**config.mk**
```make
export PLATFORM = sky130hd
export DESIGN_NAME = alla_ctrl
export DESIGN_NICKNAME = d
export VERILOG_FILES = /design/src/alla_pkg.sv /design/src/alla_ctrl.sv
export SDC_FILE = /design/constraint.sdc
export NUM_CORES = 1
export LEC_CHECK = 0
export BUFFER_PORTS_ARGS = -buffer_cell sky130_fd_sc_hd__buf_4
export CORE_AREA = 8 8 45 47
export CTS_CLUSTER_DIAMETER = 150
export DETAILED_ROUTE_END_ITERATION = 6
export DIE_AREA = 0 0 53 55
export SYNTH_ARGS = -nofsm -noshare
export SYNTH_HDL_FRONTEND = slang
export SYNTH_SLANG_ARGS = --single-unit
```
**constraint.sdc**
```tcl
create_clock -name clock -period 1.4 [get_ports clock]
set_clock_uncertainty 0.05 [all_clocks]
set_input_delay 0.21 -clock clock [delete_from_list [all_inputs] [get_ports clock]]
set_output_delay 0.21 -clock clock [all_outputs]
set_load 0.05 [all_outputs]
```
**src/alla_pkg.sv**
```systemverilog
// Shared types and constants for the auto-levels lighting adjust block.
// No dependencies.
package alla_pkg;

   localparam int ChanCount = 3;
   localparam int QShift    = 14;

   typedef enum logic [1:0] {
      CSR_BLACK     = 2'd0,
      CSR_WHITE     = 2'd1,
      CSR_SHADOW    = 2'd2,
      CSR_HIGHLIGHT = 2'd3
   } csr_index_type;

   typedef enum logic [2:0] {
      ST_IDLE,
      ST_DOMAIN,
      ST_PRODUCT,
      ST_SETUP,
      ST_DIVIDE,
      ST_OUTPUT
   } state_type;

   // controller to datapath
   typedef struct packed {
      logic capture;
      logic measure;
      logic domain;
      logic product;
      logic setup;
      logic div_step;
      logic next_chan;
      logic load_out;
   } cmd_type;

   // datapath to controller
   typedef struct packed {
      logic div_done;
      logic last_chan;
   } status_type;

endpackage

```
**src/alla_ctrl.sv**
```systemverilog
// Controller: sequences measure updates and the per-channel apply steps.
// Depends on alla_pkg.
module alla_ctrl (
   input  logic                 clock,
   input  logic                 reset,
   input  logic                 req_valid,
   output logic                 req_ready,
   input  logic                 req_type,
   output logic                 rsp_valid,
   input  logic                 rsp_ready,
   output alla_pkg::cmd_type    cmd,
   input  alla_pkg::status_type status
);
   import alla_pkg::*;

   state_type state_ff, state_in;
   logic      rsp_valid_ff, rsp_valid_in;

   always_ff @(posedge clock) begin
      if (reset) begin
         state_ff     <= ST_IDLE;
         rsp_valid_ff <= 1'b0;
      end else begin
         state_ff     <= state_in;
         rsp_valid_ff <= rsp_valid_in;
      end
   end

   always_comb begin
      state_in     = state_ff;
      rsp_valid_in = rsp_valid_ff && !rsp_ready;
      cmd          = '0;
      req_ready    = 1'b0;
      case (state_ff)
         ST_IDLE: begin
            req_ready = !req_type || !rsp_valid_ff;
            if (req_valid && req_ready) begin
               if (req_type) begin
                  cmd.capture = 1'b1;
                  state_in    = ST_DOMAIN;
               end else begin
                  cmd.measure = 1'b1;
               end
            end
         end
         ST_DOMAIN: begin
            cmd.domain = 1'b1;
            state_in   = ST_PRODUCT;
         end
         ST_PRODUCT: begin
            cmd.product = 1'b1;
            state_in    = ST_SETUP;
         end
         ST_SETUP: begin
            cmd.setup = 1'b1;
            state_in  = ST_DIVIDE;
         end
         ST_DIVIDE: begin
            cmd.div_step = 1'b1;
            if (status.div_done) state_in = ST_OUTPUT;
         end
         ST_OUTPUT: begin
            cmd.load_out = 1'b1;
            if (status.last_chan) begin
               rsp_valid_in = 1'b1;
               state_in     = ST_IDLE;
            end else begin
               cmd.next_chan = 1'b1;
               state_in      = ST_DOMAIN;
            end
         end
         default: state_in = ST_IDLE;
      endcase
   end

   assign rsp_valid = rsp_valid_ff;

   a_out_only_idle: assert property (@(posedge clock) disable iff (reset)
      $rose(rsp_valid) |-> $past(state_ff == ST_OUTPUT))
      else $error("response raised outside output step");
   a_no_apply_while_held: assert property (@(posedge clock) disable iff (reset)
      (rsp_valid && !rsp_ready) |-> !cmd.capture)
      else $error("apply captured while response pending");
   a_divide_follows_setup: assert property (@(posedge clock) disable iff (reset)
      (state_ff == ST_SETUP) |=> (state_ff == ST_DIVIDE))
      else $error("setup not followed by divide");
endmodule

```
==> metrics.txt <==
outcome=finished with violations; violated checks=negative setup slack; hold crit path type=input pin to register; CP max FO=3; register clock-pin slew on the reported worst setup and hold paths=0.04 ns; Synth cell types=16; placed cell count=62; total gr overflow=0; metal3 WL=59 um; Die W=between 50 and 60 um; max-cap viol count=0; Min-Delay Path Depth=2; relative slew slack=0.887; core box area=0.00138 sq mm; R2R Path End=rsp_valid$_SDFF_PP0_; Die H=55 um; clock sink count=4; synth warn=0; WL/cell=about 11 um; DRT Pass-1 Iters=2; RSZ-0062 raised after global routing=true; Reg-to-Reg Start=state_ff[0]$_SDFFE_PP0P_; Max Used Layer=met3; peak supply drop=0.000316 V; leading area contributor after synthesis=dfxtp_1; Post-Synthesis Cells=29; CTS tree=built; Leak=about 0.23 nW; Worst Hold Endpoint=state_ff[2]$_SDFFE_PP0P_; Setup CP Type=register to output port; share of cells above drive strength 1=0.706; WL met2=418 um; GRT Overall Usage=0.0580; vias in the first global route=287; Seq cells post-synth=4; Max Root-Sink Buffers=2; min cycle time layout=1.57 ns; Seq/Total Area, Yosys=0.308; Post-synth EDFFs=0; Mapped Nets=36; clk_lat worst skew=about 0.23 ns; worst path arrival time=roughly 1.3 ns; Final GP Congestion=between 0.6 and 0.7; Worst setup SP type=register; Port Buf Inserts=16; Ports=17; first-pass GRT wire length=1160 um; synth top area cells=dfxtp_1, nor3b_1, a21oi_1, and3b_2, nor2_1; final setup TNS=-0.539 ns; Reg2Reg Depth=5; CP required=1.14 ns; Final Slew Violations=0; flop2flop setup slack=0.24 ns; DR DRC count=0; WL final=730 um; syn avg cell area=roughly 9 sq um; final non-filler cell total=67; fin nets=60; async set-reset flop share out of synthesis=0; Synth Cell Area=260 sq um; Antenna Nets Post-Route=0; vias=278; crit share post-route=1.12; hold_sp=reset; initial antenna violation count=0; final hold slack=0.106 ns; setup ws final=-0.169 ns; share of the synthesized area in the top cell type=0.308; Final setup viols=5; CTS root buffer=clkbuf_4; dominant synthesized flop cell=dfxtp_1; Final Hold Viols=0; FP Rows=14; layout overhead on the synthesized area=106%; DR vias/cell=between 4 and 5; FMAX=638 MHz; TritonCTS Buffers=3; Diodes inserted=0; Worst Tran Pin Value=0.170 ns; Die Area=0.00292 sq mm; crit path capture type=output port; largest net degree at the start of global routing=9; power per cell area=1460 mW/mm^2; Initial DRC Count=4; # H-tree levels=1; met1 wire length=between 200 and 300 um; initial core utilization=0.188; Hold-fix buffers, CTS=0; Synth top cells by count=a21oi_1, dfxtp_1, nor2_1
## power by group
part | internal, mW | total (mW) | switching, mW
Clock | 0.0959 | 0.143 | 0.0472
Combinational | 0.213 | 0.492 | 0.280
Sequential | 0.135 | 0.146 | 0.0117
## repair_timing
item                                    CTS  global route
gates resized for setup                   6            10
endpoints found under the setup margin    6             9
pin swaps                                 0             1
buffers inserted                          0             2
## worst max path at each step
| stage | start | to | slack [ns] | cells after the start |
|---|---|---|---|---|
| 2_1_floorplan | state_ff[0]$_SDFFE_PP0P_ | cmd[6] | -0.18 | 3 |
| 3_3_place_gp | state_ff[0]$_SDFFE_PP0P_ | cmd[6] | 0.06 | 3 |
| 3_5_place_dp | state_ff[0]$_SDFFE_PP0P_ | cmd[6] | 0.05 | 3 |
| 4_1_cts | state_ff[0]$_SDFFE_PP0P_ | cmd[6] | -0.18 | 3 |
| 5_1_grt | state_ff[0]$_SDFFE_PP0P_ | cmd[6] | -0.24 | 3 |
| 6_report | state_ff[1]$_SDFFE_PP0P_ | cmd[6] | -0.17 | 3 |
## worst max-delay path, stage by stage (launching register included)
cell	delay (ns)
dfxtp_2	0.32
or3_4	0.40
nor3b_4	0.18
buf_6	0.18
## cells in the final DEF (no fill, tap or decap), drive strengths merged
master,netlist,final
a21oi,4,4
and3b,2,2
buf,2,21
clkbuf,0,3
dfxtp,4,4
nand2b,1,1
nand3b,1,1
nor2,4,4
nor2b,2,2
nor3,2,2
nor3b,4,4
o21a,1,1
or3,1,1
xnor2,1,1
## metal layers
metal,up-vias,global-route usage
li1,147,-
met1,125,0.0487
met2,6,0.0898
met3,0,0.0508
met4,0,0.0388
met5,-,0
## kinds of logic after synthesis
| group | count (synthesis) | synth area share |
|---|---|---|
| and+or+nand+nor | 17 | 0.481 |
| AOI/OAI and AO/OA | 5 | 0.106 |
| DFF | 4 | 0.308 |
| buffers and inverters | 2 | 0.0721 |
| xor gates and xnor gates | 1 | 0.0337 |
## sequential cells by signal (all words and copies together) (netlist names)
| register | flops |
|---|---|
| state_ff | 3 |
| rsp_valid | 1 |
## area by class of cell
cell class              instances  area (sq um)
clock buffers                   3          22.5
fillers                       142           848
multi-input cells              23           208
flip-flops and latches          4          82.6
well taps                      16          20.0
repair buffers                 21           203
## through the flow
stage / worst slack [ns] / utilization / power, mW / area (sq um)
final: -0.169 / 0.387 / 0.782 / 536
after global routing: -0.237 / 0.387 / 0.832 / 536
after CTS: -0.184 / 0.345 / 0.741 / 478
after detailed placement: 0.0519 / 0.313 / 0.572 / 433
after global placement: 0.0605 / 0.313 / 0.569 / 433
after floorplan: -0.179 / - / 0.477 / 293
Note: power is estimated with default switching activity, not from simulation.
